$ cat src/rtl/core/moving_average_rise_reporter_unit_assert.svh
// assertion macros used by mar_report of the moving average rise reporter rtl
`ifndef MOVING_AVERAGE_RISE_REPORTER_UNIT_ASSERT_SVH
`define MOVING_AVERAGE_RISE_REPORTER_UNIT_ASSERT_SVH

`ifndef SYNTHESIS
// same-cycle implication, sampled on clk, off while rst_n is low
`define MAR_ASSERT_NOW(label, ante, cons) \
    label: assert property (@(posedge clk) disable iff (!rst_n) (ante) |-> (cons)) \
        else $error("assertion failed");
// next-cycle implication, sampled on clk, off while rst_n is low
`define MAR_ASSERT_NEXT(label, ante, cons) \
    label: assert property (@(posedge clk) disable iff (!rst_n) (ante) |=> (cons)) \
        else $error("assertion failed");
`else
`define MAR_ASSERT_NOW(label, ante, cons)
`define MAR_ASSERT_NEXT(label, ante, cons)
`endif

`endif

$ cat src/rtl/core/mar_pkg.sv
// types, constants and sizing for the moving average rise reporter
`timescale 1ns / 1ps

package mar_pkg;

    localparam int WINDOW      = 10;
    localparam int SAMPLE_BITS = 12;

    localparam int ADC_BITS       = 12;
    localparam int MEAN_BITS      = 20;
    localparam int THRESH_BITS    = 20;
    localparam int LIMIT_BITS     = 8;
    localparam int QUIET_BITS     = 9;
    localparam int CFG_DATA_BITS  = 20;
    localparam int CFG_INDEX_BITS = 2;
    localparam int FRAC_BITS      = 8;

    localparam logic [MEAN_BITS-1:0]  MEAN_MAX  = {MEAN_BITS{1'b1}};
    localparam logic [QUIET_BITS-1:0] QUIET_MAX = {QUIET_BITS{1'b1}};

    localparam logic [THRESH_BITS-1:0] RISE_THRESHOLD_RESET = 20'd351;
    localparam logic [LIMIT_BITS-1:0]  QUIET_LIMIT_RESET    = 8'd4;

    // running sum of the window
    localparam int SUM_BITS    = $clog2(WINDOW * ((2 ** SAMPLE_BITS) - 1) + 1);
    // sum scaled by 256 before the divide
    localparam int SCALED_BITS = SUM_BITS + FRAC_BITS;
    // reciprocal multiply: exact floor divide by WINDOW over SCALED_BITS
    localparam int RECIP_SHIFT = SCALED_BITS + $clog2(WINDOW);
    localparam int RECIP_BITS  = SCALED_BITS + 1;
    localparam int PROD_BITS   = SUM_BITS + RECIP_BITS;
    localparam int MEAN_SHIFT  = RECIP_SHIFT - FRAC_BITS;
    localparam logic [RECIP_BITS-1:0] RECIP_MULT =
        RECIP_BITS'(((64'd1 << RECIP_SHIFT) + 64'(WINDOW) - 64'd1) / 64'(WINDOW));
    localparam int MEAN_WIDE_BITS =
        (SAMPLE_BITS + FRAC_BITS > MEAN_BITS) ? SAMPLE_BITS + FRAC_BITS : MEAN_BITS;

    typedef enum logic [CFG_INDEX_BITS-1:0] {
        REG_RISE_THRESHOLD = 2'd0,
        REG_QUIET_LIMIT    = 2'd1
    } cfg_reg_t;

    typedef struct packed {
        logic [THRESH_BITS-1:0] rise_threshold;
        logic [LIMIT_BITS-1:0]  quiet_limit;
    } mar_cfg_t;

endpackage

$ cat src/rtl/core/mar_cell.sv
// one sample cell of the window shift chain
`timescale 1ns / 1ps

module mar_cell (
    input  logic                            clk,
    input  logic                            rst_n,
    input  logic                            shift,
    input  logic [mar_pkg::SAMPLE_BITS-1:0] sample_in,
    output logic [mar_pkg::SAMPLE_BITS-1:0] sample_out
);
    import mar_pkg::*;

    logic [SAMPLE_BITS-1:0] sample_reg;
    logic [SAMPLE_BITS-1:0] sample_next;

    // take the neighbour's sample on every accepted transaction
    always_comb
    begin
        sample_next = shift ? sample_in : sample_reg;
    end

    always_ff @(posedge clk or negedge rst_n)
    begin
        if (!rst_n)
        begin
            sample_reg <= '0;
        end
        else
        begin
            sample_reg <= sample_next;
        end
    end

    assign sample_out = sample_reg;

endmodule

$ cat src/rtl/core/mar_window.sv
// window of sample cells with the running sum stage
`timescale 1ns / 1ps

module mar_window (
    input  logic                            clk,
    input  logic                            rst_n,
    input  logic                            advance,
    input  logic                            accept,
    input  logic [mar_pkg::SAMPLE_BITS-1:0] sample,
    output logic [mar_pkg::SUM_BITS-1:0]    total,
    output logic                            total_valid
);
    import mar_pkg::*;

    logic [SAMPLE_BITS-1:0] chain [WINDOW+1];
    logic [SUM_BITS-1:0]    total_reg;
    logic [SUM_BITS-1:0]    total_next;
    logic                   valid_reg;
    logic                   valid_next;

    assign chain[0] = sample;

    // newest sample enters cell 0, oldest sits in the last cell
    for (genvar i = 0; i < WINDOW; i++)
    begin : g_cell
        mar_cell u_cell (
            .clk        (clk),
            .rst_n      (rst_n),
            .shift      (accept),
            .sample_in  (chain[i]),
            .sample_out (chain[i+1])
        );
    end

    always_comb
    begin
        total_next = total_reg;
        valid_next = valid_reg;
        if (accept)
        begin
            total_next = total_reg - SUM_BITS'(chain[WINDOW]) + SUM_BITS'(sample);
        end
        if (advance)
        begin
            valid_next = accept;
        end
    end

    always_ff @(posedge clk or negedge rst_n)
    begin
        if (!rst_n)
        begin
            total_reg <= '0;
            valid_reg <= 1'b0;
        end
        else
        begin
            total_reg <= total_next;
            valid_reg <= valid_next;
        end
    end

    assign total       = total_reg;
    assign total_valid = valid_reg;

endmodule

$ cat src/rtl/core/mar_report.sv
// mean scaling, rise and quiet decision, output register
`timescale 1ns / 1ps

module mar_report (
    input  logic                          clk,
    input  logic                          rst_n,
    input  logic                          advance,
    input  mar_pkg::mar_cfg_t             cfg,
    input  logic [mar_pkg::SUM_BITS-1:0]  total,
    input  logic                          total_valid,
    output logic                          stall,
    output logic                          out_valid,
    input  logic                          out_ready,
    output logic [mar_pkg::MEAN_BITS-1:0] mean_value,
    output logic                          forced_report
);
    import mar_pkg::*;

`include "moving_average_rise_reporter_unit_assert.svh"

    logic [PROD_BITS-1:0]      prod_reg;
    logic [PROD_BITS-1:0]      prod_next;
    logic                      prod_valid_reg;
    logic                      prod_valid_next;
    logic [MEAN_BITS-1:0]      reported_mean_reg;
    logic [MEAN_BITS-1:0]      reported_mean_next;
    logic [QUIET_BITS-1:0]     quiet_ticks_reg;
    logic [QUIET_BITS-1:0]     quiet_ticks_next;
    logic                      out_valid_reg;
    logic                      out_valid_next;
    logic [MEAN_BITS-1:0]      mean_value_reg;
    logic [MEAN_BITS-1:0]      mean_value_next;
    logic                      forced_reg;
    logic                      forced_next;
    logic [MEAN_WIDE_BITS-1:0] mean_wide;
    logic [MEAN_BITS-1:0]      mean;
    logic [QUIET_BITS-1:0]     ticks_inc;
    logic                      rise;
    logic                      quiet;
    logic                      report;
    logic                      decide;

    // scale stage: sum times reciprocal of the window length
    always_comb
    begin
        prod_next       = prod_reg;
        prod_valid_next = prod_valid_reg;
        if (advance)
        begin
            prod_next       = PROD_BITS'(total) * PROD_BITS'(RECIP_MULT);
            prod_valid_next = total_valid;
        end
    end

    // decision stage
    always_comb
    begin
        mean_wide = MEAN_WIDE_BITS'(prod_reg >> MEAN_SHIFT);
        if (mean_wide > MEAN_WIDE_BITS'(MEAN_MAX))
        begin
            mean = MEAN_MAX;
        end
        else
        begin
            mean = MEAN_BITS'(mean_wide);
        end
        ticks_inc = (quiet_ticks_reg == QUIET_MAX) ? quiet_ticks_reg
                                                   : quiet_ticks_reg + QUIET_BITS'(1);
        rise   = (mean > reported_mean_reg) &&
                 ((mean - reported_mean_reg) > cfg.rise_threshold);
        quiet  = ticks_inc > QUIET_BITS'(cfg.quiet_limit);
        report = prod_valid_reg && (rise || quiet);
        stall  = report && out_valid_reg && !out_ready;
        decide = advance && prod_valid_reg;

        reported_mean_next = reported_mean_reg;
        quiet_ticks_next   = quiet_ticks_reg;
        mean_value_next    = mean_value_reg;
        forced_next        = forced_reg;
        out_valid_next     = out_valid_reg && !out_ready;
        if (decide)
        begin
            quiet_ticks_next = ticks_inc;
            if (report)
            begin
                reported_mean_next = mean;
                quiet_ticks_next   = '0;
                mean_value_next    = mean;
                forced_next        = !rise;
                out_valid_next     = 1'b1;
            end
        end
    end

    always_ff @(posedge clk or negedge rst_n)
    begin
        if (!rst_n)
        begin
            prod_valid_reg    <= 1'b0;
            reported_mean_reg <= '0;
            quiet_ticks_reg   <= '0;
            out_valid_reg     <= 1'b0;
        end
        else
        begin
            prod_valid_reg    <= prod_valid_next;
            reported_mean_reg <= reported_mean_next;
            quiet_ticks_reg   <= quiet_ticks_next;
            out_valid_reg     <= out_valid_next;
        end
    end

    always_ff @(posedge clk)
    begin
        prod_reg       <= prod_next;
        mean_value_reg <= mean_value_next;
        forced_reg     <= forced_next;
    end

    assign out_valid     = out_valid_reg;
    assign mean_value    = mean_value_reg;
    assign forced_report = forced_reg;

    `MAR_ASSERT_NEXT(a_report_clears_quiet, decide && report, quiet_ticks_reg == '0)
    `MAR_ASSERT_NEXT(a_report_loads_output, decide && report,
                     out_valid_reg && (mean_value_reg == reported_mean_reg))
    `MAR_ASSERT_NEXT(a_mean_held_without_report, !(decide && report),
                     $stable(reported_mean_reg))

endmodule

$ cat src/rtl/core/moving_average_rise_reporter_unit.sv
// top level of the moving average rise reporter
`timescale 1ns / 1ps

// moving average rise reporter: each input transaction carries one converter
// sample, which enters a shift chain of WINDOW sample cells (all zero after
// reset, so zeros count until the window has filled). a running sum of the
// window feeds a reciprocal multiply that gives floor(sum * 256 / WINDOW),
// the mean in raw counts with 8 fraction bits, saturated to 20 bits. a result
// transaction is sent when the mean rises above the last reported mean by
// more than rise_threshold (forced_report = 0), or when the count of samples
// since the last report passes quiet_limit (forced_report = 1); a rise wins
// when both hold. one sample is taken every clock cycle unless the input
// stalls; the sum register is loaded at the edge that accepts the sample,
// then the product register and then the output register, each as the
// pipeline advances. the output register lets samples keep flowing while a
// result waits; the input stalls only when a sample that reports reaches
// the decision stage while the previous result is still untaken.
// configuration must be written through cfg_write / cfg_index / cfg_data
// only while the block is idle; the block itself does not enforce this
module moving_average_rise_reporter_unit (
    input  logic                               clk,
    input  logic                               rst_n,
    // sample channel
    input  logic                               in_valid,
    output logic                               in_ready,
    input  logic [mar_pkg::ADC_BITS-1:0]       adc_sample,
    // result channel
    output logic                               out_valid,
    input  logic                               out_ready,
    output logic [mar_pkg::MEAN_BITS-1:0]      mean_value,
    output logic                               forced_report,
    // configuration write port
    input  logic                               cfg_write,
    input  logic [mar_pkg::CFG_INDEX_BITS-1:0] cfg_index,
    input  logic [mar_pkg::CFG_DATA_BITS-1:0]  cfg_data
);
    import mar_pkg::*;

    mar_cfg_t               cfg_reg;
    mar_cfg_t               cfg_next;
    logic                   stall;
    logic                   advance;
    logic                   accept;
    logic [SAMPLE_BITS-1:0] sample;
    logic [SUM_BITS-1:0]    total;
    logic                   total_valid;

    // configuration registers, unknown indexes are dropped
    always_comb
    begin
        cfg_next = cfg_reg;
        if (cfg_write)
        begin
            case (cfg_reg_t'(cfg_index))
                REG_RISE_THRESHOLD: cfg_next.rise_threshold = THRESH_BITS'(cfg_data);
                REG_QUIET_LIMIT:    cfg_next.quiet_limit    = LIMIT_BITS'(cfg_data);
                default:            cfg_next = cfg_reg;
            endcase
        end
    end

    always_ff @(posedge clk or negedge rst_n)
    begin
        if (!rst_n)
        begin
            cfg_reg.rise_threshold <= RISE_THRESHOLD_RESET;
            cfg_reg.quiet_limit    <= QUIET_LIMIT_RESET;
        end
        else
        begin
            cfg_reg <= cfg_next;
        end
    end

    // the whole pipeline moves together unless a report is blocked at the output
    assign advance  = !stall;
    assign in_ready = advance;
    assign accept   = in_valid && advance;

    // sample cast to SAMPLE_BITS; ADC_BITS is the same width, so no bits are dropped
    assign sample = SAMPLE_BITS'(adc_sample);

    mar_window u_window (
        .clk         (clk),
        .rst_n       (rst_n),
        .advance     (advance),
        .accept      (accept),
        .sample      (sample),
        .total       (total),
        .total_valid (total_valid)
    );

    mar_report u_report (
        .clk           (clk),
        .rst_n         (rst_n),
        .advance       (advance),
        .cfg           (cfg_reg),
        .total         (total),
        .total_valid   (total_valid),
        .stall         (stall),
        .out_valid     (out_valid),
        .out_ready     (out_ready),
        .mean_value    (mean_value),
        .forced_report (forced_report)
    );

endmodule
$ cat config.mk
export PLATFORM = sky130hd
export DESIGN_NAME = moving_average_rise_reporter_unit
export DESIGN_NICKNAME = d
export VERILOG_FILES = /design/src/rtl/core/mar_pkg.sv /design/src/rtl/core/mar_cell.sv /design/src/rtl/core/mar_window.sv /design/src/rtl/core/mar_report.sv /design/src/rtl/core/moving_average_rise_reporter_unit.sv
export VERILOG_INCLUDE_DIRS = /design/src /design/src/rtl/core
export SDC_FILE = /design/constraint.sdc
export NUM_CORES = 1
export LEC_CHECK = 0
export BUFFER_PORTS_ARGS = -buffer_cell sky130_fd_sc_hd__buf_2
export CELL_PAD_IN_SITES_DETAIL_PLACEMENT = 1
export CELL_PAD_IN_SITES_GLOBAL_PLACEMENT = 1
export CORE_MARGIN = 2
export CORE_UTILIZATION = 45
export CTS_BUF_LIST = sky130_fd_sc_hd__clkbuf_2 sky130_fd_sc_hd__clkbuf_4 sky130_fd_sc_hd__clkbuf_8
export DETAILED_ROUTE_END_ITERATION = 10
export PLACE_DENSITY = 0.7
export SETUP_SLACK_MARGIN = 0.5
export SYNTH_ARGS = -nofsm -noshare
export SYNTH_HDL_FRONTEND = slang
export SYNTH_SLANG_ARGS = --single-unit
$ cat constraint.sdc
create_clock -name clk -period 8.25 [get_ports clk]
set_clock_uncertainty 0.15 [all_clocks]
set_input_delay 0.4125 -clock clk [delete_from_list [all_inputs] [get_ports clk]]
set_output_delay 0.4125 -clock clk [all_outputs]
set_load 0.01 [all_outputs]
Word-level counts from Yosys, hierarchy flattened
Index checks and enable logic that the tools add are counted.
- eq/ne operators: 2
- add/sub/neg operators: 4
- reductions and logical operators: 15
- magnitude comparators: 4
- $mul: 1
- muxes and demuxes: 5
- operators with widths (operator ; number):
    20-bit greater-than comparator ; 2
    16-bit by 24-bit multiplier with 39-bit output, second input constant ; 1
    20-bit greater-than comparator, second input constant ; 1
    20-bit two-way mux ; 1
    20-bit subtractor ; 1
    9-bit two-way mux ; 2
    16-bit by 12-bit adder with 16-bit output ; 1
    16-bit by 12-bit subtractor with 16-bit output ; 1
    9-bit by 1-bit adder with 9-bit output, second input constant ; 1
    9-bit == test, second input constant ; 1
    9-bit by 8-bit greater-than comparator with 1-bit output ; 1
    1-bit logical AND ; 7
    2-bit AND reduction ; 3
    1-bit logical NOT ; 3
    2-bit by 1-bit == test with 1-bit output, second input constant ; 1
    2-bit logical NOT ; 1
    1-bit two-way mux ; 2
    1-bit logical OR ; 1
- input port bits: 39
- word-level logic and storage cells: 52
- register bits after elaboration: 256
- output and inout port bits: 23

Depth between registers and ports, before layout
Gate-level depths: netlist (run 1).
- depth after elaboration: 12
- mapped depth: 25
- depth with buffers taken out: 23

Cells and area by module
From an unflattened synthesis (run 1), not the netlist that was laid out.
- cell total of the unflattened synthesis: 1412
- area, all modules: 16806.1 um2
- modules (own cells, without submodules) (module ; cells an instance ; area each (um2) ; times used ; sequential area each (um2)):
    mar_report ; 888 ; 9111.2 ; 1 ; 2006.9
    mar_cell ; 25 ; 484.2 ; 10 ; 300.3
    mar_window ; 212 ; 1778.0 ; 1 ; 425.4
    moving_average_rise_reporter_unit ; 62 ; 1074.8 ; 1 ; 710.7

Worst setup path before layout (run 1)
Ideal clock, no wire load.
- path type: register -> register
- start: register u_window.total_reg[5], in the netlist u_window.total[5]
- end: register u_report.prod_reg[39], data pin
- setup slack: 2.359 ns
- arrival: 5.482 ns
- stages on the path, launching flop included: 21
- period minus slack after synthesis: 5.891 ns
- setup time: 0.259 ns
- buffers on the path: 0
- data required time: 7.841 ns
- cells stage by stage: dfrtp_1 inv_1 ha_1 inv_1 fa_1 inv_1 fa_1 inv_1 fa_1 fa_1 fa_1 ha_1 a211oi_1 nand2_1 a221oi_1 o32a_1 and2_1 o31ai_1 o41ai_2 nor2_1 a211o_1
- cells in the longest elaborated chain, start to end: 1
- RTL lines (what ; line ; RTL):
    from (decl) ; mar_window.sv:16 ; logic [SUM_BITS-1:0] total_reg;
    from (signal assigned) ; mar_window.sv:58 ; total_reg <= total_next;
    16-bit by 24-bit multiplier with 39-bit output ; mar_report.sv:50 ; prod_next = PROD_BITS'(total) * PROD_BITS'(RECIP_MULT);
    to (signal assigned) ; mar_report.sv:115 ; prod_reg <= prod_next;
    to (decl) ; mar_report.sv:21 ; logic [PROD_BITS-1:0] prod_reg;
No other way between the ends.
A chain may end at the register's enable or synchronous reset.

Worst setup path in the final report (run 1)
Same ends and word-level chain as after synthesis.

==> results of run 1 <==
[metrics by stage]
step                      worst slack (ns)  hold WS [ns]  area (um^2)
after floorplan                       2.36       -0.0331        16600
after global placement                1.96         0.247        17200
after detailed placement              1.81         0.252        17200
after CTS                             1.78        0.0200        18500
after global routing                  1.36        0.0508        18500
final                                 1.81        0.0727        18500
[worst reg2reg max path, stage by stage (launching register included)]
cell	delay, ns
dfrtp_1	0.40
inv_1	0.11
ha_1	0.28
inv_1	0.06
fa_1	0.62
inv_1	0.09
fa_1	0.53
inv_1	0.05
fa_1	0.46
fa_1	0.57
fa_1	0.42
ha_1	0.35
a211oi_1	0.24
nand2_1	0.10
a221oi_1	0.35
o32a_1	0.24
and2_1	0.20
o31ai_1	0.17
o41ai_2	0.43
nor2_1	0.10
a211o_1	0.25
[cells by family (layout without fill, tap and decap cells)]
kind of cell             Yosys count  count (layout)  share of synthesized area
multiplexers                     147             147                      0.126
AO/OA/AOI/OAI                    214             214                     0.0881
adder cells (fa/ha/maj)          286             286                      0.259
AND/OR/NAND/NOR                  189             189                     0.0552
XOR/XNOR                          51              51                     0.0270
buffers and inverters            267             400                     0.0731
flip-flops                       237             237                      0.371
[final cells by class]
type	count	area share
multi-input combinational	887	0.499
clock buffer	70	0.0478
sequential	237	0.333
inverter	221	0.0449
tap	468	0.0317
timing repair buffer	104	0.0410
clock inverter	5	0.00224
[cell usage in the layout, fill, tap and decap left out, types with 13 or more instances in the layout]
cell type,netlist,layout
dfrtp_1,188,188
fa_1,95,95
nor3_1,13,13
dlygate4sd3_1,0,33
inv_1,221,221
clkbuf_4,0,13
edfxtp_1,41,41
nand4_1,14,14
ha_1,191,191
a21oi_1,46,45
clkbuf_8,0,58
nand2_1,67,67
nand3_1,20,20
mux2_2,17,17
mux2_4,119,119
o21ai_0,58,58
buf_2,2,60
o21a_1,14,14
nor2_1,32,32
a21o_1,29,29
xnor2_1,39,39
[per-layer routing]
metal	up-vias	global-route usage	wire [um]
li1	4920	-	-
met1	5214	0.238	15300
met2	117	0.337	17300
met3	53	0.0346	999
met4	0	0.0516	717
met5	-	0	0
[worst paths after layout]
| check | startpoint | depth (start not counted) | to |
|---|---|---|---|
| max in group asynchronous | rst_n | 3 | u_window.g_cell[9].u_cell.sample_out[11]$_DFFE_PN0P_ |
| setup / recovery | u_window.total[5]$_DFFE_PN0P_ | 20 | u_report.prod_reg[39]$_DFFE_PN_ |
| min in group asynchronous | rst_n | 2 | u_report.prod_valid_reg$_DFFE_PN0N_ |
| hold reg to reg | u_report.prod_reg[20]$_DFFE_PN_ | 0 | u_report.mean_value[0]$_DFFE_PP_ |
| setup reg to reg | u_window.total[5]$_DFFE_PN0P_ | 20 | u_report.prod_reg[39]$_DFFE_PN_ |
| hold / removal | out_ready | 3 | u_report.out_valid$_DFF_PN0_ |
[repair_timing]
action                     in CTS  in global routing
buffers inserted                0                  0
setup endpoints to repair       0                  0
hold endpoints to repair       93                  0
hold buffers                   33                  0
==> impl_metrics.toml, run 1 <==
[yosys]
yosysMostFrequentCell = "inv_1"
syn-cell-area_um2 = 16600
synthesis.nets = 1716
synth_area_leaders = "dfrtp_1, ha_1, fa_1"
ys_ff_latch = 237
ys_types = 68
synth_ff_type = "dfrtp_1"
synth_cells = 1391
ys_seq_area_frac = 0.371
synth-edff-count = 41
async_flop_share = 0.827
ys_warn_count = 0
synth_largest_area_cell = "dfrtp_1"
yosysTopAreaCellShare = 0.284
synth_area_per_cell_um2 = 11.9
synth_common_cells = "inv_1, ha_1, dfrtp_1, mux2_4, fa_1"

[routing]
via_per_inst = 5.17
first_pass_iters = 4
route.detailed.drc = 0
drtIter0Drc = 305
totalWireLength_mm = 34.4
ant_nets = 0
wire_per_inst_um = 17.3
vias = 10300

[hold_path]
min_path_type = "in2reg"

[finish]
instances_no_fill = 1992
layout-drive-gt1-share = 0.205
post-route-util = 0.507
nFillCells = 3858
multi_input_area_um2 = 9220
area_delta_synth_final_pct = 11.5
seq_area_um2 = 6150
nets = 1820
antennaDiodeCount = 0
largest_register_ffs = 120

[placement]
dp_cells = 1884
gp_congestion = 0.836
port_buffers = 61
post-dp-hpwl_mm = 26.3

[timing]
worst_pin_slew_ns = 1.17
post-route-period-util = 0.781
final-setup-viol-count = 0
drv_slew = 0
rsz0062_at_grt = "false"
fmax_mhz = 155
tns_ns = 0
slew-limit-headroom = 0.221
period_minus_slack_ns = 6.44
finalHoldViolations = 0

[critical_path]
cp.buffers_inverters = 4
critPathRequiredTime_ns = 8.43
cp_top_family = "adder cells"
start_kind = "register"
crit_path_frequent_cell = "fa_1"
cp_slowest_cell = "fa_1"
critPathKind = "reg2reg"
slowest_delay_ns = 0.62
cp-end-kind = "register"
arrival_ns = 6.63
crit_chain = "inv_1 > ha_1 > inv_1 > fa_1 > inv_1 > fa_1 > inv_1 > fa_1 > fa_1 > fa_1 > ha_1 > a211oi_1 > nand2_1 > a221oi_1 > o32a_1 > and2_1 > o31ai_1 > o41ai_2 > nor2_1 > a211o_1"
rrSetupSlack_ns = 1.81
crit_fanout = 4

[cts]
clock_path_buffers = 3
path_clk_slew_ns = 0.06
cts_num_sinks = 237
cts_tree = "done"
insertion_delay_ns = 0.60
h-tree-depth = 2
postCtsResizedCells = 0
cts-buffers-inserted = 44
ctsRootBufferMaster = "clkbuf_8"

[global_route]
grt_usage = 0.190
grt_pass1_wl_mm = 59.2
antenna_found_initial = 0
grt_max_degree = 73
grt_pass1_vias = 11600
gr-total-overflow = 0

[floorplanning]
rows = 70
coreArea_um2 = 36400
dieArea_um2 = 38300
die_w_um = 196
die_y_um = 196
pin_count = 62
start_util = 0.454

[status]
outcome = "finished, final reports clean"

[job]
drv_cap = 0
Power of run 1 is left out: the tool's default activity adds up to more than one toggle a clock period on the data nets, which glitch-free logic cannot reach.
==> run 2: changes to the inputs <==
==> constraint.sdc (replaced) <==
create_clock -name clk -period 6.05 [get_ports clk]
set_clock_uncertainty 0.15 [all_clocks]
set_input_delay 0.3025 -clock clk [delete_from_list [all_inputs] [get_ports clk]]
set_output_delay 0.3025 -clock clk [all_outputs]
set_load 0.01 [all_outputs]
==> run 2 against run 1 <==
- highest routed layer unchanged
- register-to-register slack worse by 1.6 ns
- first-iteration DRC count up 0.98%
- hold slack better by 0.014 ns
- die area unchanged
- largest cell class unchanged
- fmax up 11%
- wire length up 8.4%
- critical path depth up 1
==> impl_metrics.toml, run 2 (synthesis results as in run 1) <==
[status]
outcome = "finished, final reports clean"

[global_route]
grt_max_degree = 75
grt_usage = 0.199
gr-total-overflow = 0
grt_pass1_vias = 12200
grt_pass1_wl_mm = 61.4
antenna_found_initial = 0

[cts]
cts_tree = "done"
insertion_delay_ns = 0.61
cts_num_sinks = 237
ctsRootBufferMaster = "clkbuf_8"
h-tree-depth = 2
path_clk_slew_ns = 0.06
cts-buffers-inserted = 45
clock_path_buffers = 3

[timing]
slew-limit-headroom = 0.400
post-route-period-util = 0.963
rsz0062_at_grt = "true"
finalHoldViolations = 0
worst_pin_slew_ns = 0.900
final-setup-viol-count = 0
period_minus_slack_ns = 5.82
hold_slack_ns = 0.0867
fmax_mhz = 172
drv_slew = 0

[routing]
wire_per_inst_um = 18.1
route.detailed.drc = 0
vias = 10700
via_per_inst = 5.16
first_pass_iters = 4
drtIter0Drc = 308
totalWireLength_mm = 37.3
ant_nets = 0

[placement]
gp_congestion = 0.834
post-dp-hpwl_mm = 26.6
port_buffers = 61
dp_cells = 1893

[floorplanning]
start_util = 0.454
dieArea_um2 = 38300
die_y_um = 196
coreArea_um2 = 36400
rows = 70
pin_count = 62
die_w_um = 196

[finish]
final_cell_mix = "inv_1, dfrtp_1, ha_1"
nFillCells = 3750
post-route-util = 0.544
area_delta_synth_final_pct = 19.7
antennaDiodeCount = 0
nets = 1888
instances_no_fill = 2065
layout_commonest_cell = "inv_1"
layout-drive-gt1-share = 0.306
largest_register_ffs = 120

[critical_path]
critPathRequiredTime_ns = 6.27
crit_fanout = 4
start_kind = "register"
arrival_ns = 6.04
cp-end-kind = "register"
critPathKind = "reg2reg"

[job]
drv_cap = 0

[hold_path]
min_path_type = "in2reg"
run 2: changes by cell type in the layout (fill, tap and decap cells not counted), sizes merged:
cell	before	now
buf	70	135
bufinv	0	3
clkbuf	71	66
clkinv	3	9
clkinvlp	2	3
dlygate4sd3	33	34
inv	221	223
run 2: worst max-delay path, stage by stage (launching register included):
cell	delay (ns)
dfrtp_1	0.41
buf_4	0.15
buf_4	0.13
ha_1	0.27
or2_4	0.28
fa_1	0.50
inv_1	0.06
fa_1	0.48
fa_1	0.52
inv_1	0.05
fa_1	0.53
ha_4	0.22
o211ai_1	0.21
nor2_1	0.09
buf_4	0.15
a221oi_4	0.25
o32a_1	0.26
and2_4	0.19
o31ai_4	0.08
o41ai_4	0.31
nor2_1	0.08
a211o_1	0.23
run 2: per-stage QoR:
| stage | TNS, ns | worst slack [ns] | area (um^2) |
|---|---|---|---|
| 6_report | 0 | 0.226 | 19800 |
| 5_1_grt | -0.0513 | -0.0334 | 19800 |
| 4_1_cts | 0 | 0.307 | 19500 |
| 3_5_place_dp | -1.43 | -0.294 | 17600 |
| 3_3_place_gp | -0.0281 | -0.0281 | 17600 |
| 2_1_floorplan | 0 | 0.482 | 16800 |
run 2: worst paths after layout:
path | start | cells past startpoint | end | slack, ns
min reg2reg | u_window.total_valid$_DFFE_PN0N_ | 1 | u_report.prod_valid_reg$_DFFE_PN0N_ | 0.34
min in group asynchronous | rst_n | 2 | u_report.quiet_ticks_reg[7]$_DFFE_PN0P_ | 0.10
max | u_window.total[5]$_DFFE_PN0P_ | 21 | u_report.prod_reg[39]$_DFFE_PN_ | 0.23
min | cfg_index[1] | 5 | cfg_reg[16]$_DFFE_PN1P_ | 0.09
max in group asynchronous | rst_n | 3 | u_window.g_cell[5].u_cell.sample_out[7]$_DFFE_PN0P_ | 4.33
max reg2reg | u_window.total[5]$_DFFE_PN0P_ | 21 | u_report.prod_reg[39]$_DFFE_PN_ | 0.23
run 2: what timing repair did:
| item | in CTS | in global routing |
|---|---|---|
| hold endpoints to repair | 105 | 0 |
| pin swaps | 39 | 29 |
| hold buffers | 34 | 0 |
| gates resized for setup | 56 | 40 |
| endpoints found under the setup margin | 158 | 197 |
| setup buffers | 40 | 16 |
| gates cloned | 0 | 1 |
run 2: final cells by class:
class	instances	area, um^2	area share
multi-input cells	887	9900	0.499
flip-flops and latches	237	6150	0.310
repair buffers	171	1370	0.0690
inverters	221	830	0.0419
clock buffers	64	812	0.0410
well taps	468	586	0.0295
clock inverters	17	171	0.00865
run 2: routing by layer:
| metal | track usage | vias up | routed length [um] |
|---|---|---|---|
| li1 | - | 5070 | - |
| met1 | 0.242 | 5356 | 16100 |
| met2 | 0.351 | 156 | 18900 |
| met3 | 0.0397 | 78 | 1270 |
| met4 | 0.0713 | 0 | 1010 |
| met5 | 0 | - | 0 |
Power of run 2 is left out for the same reason.
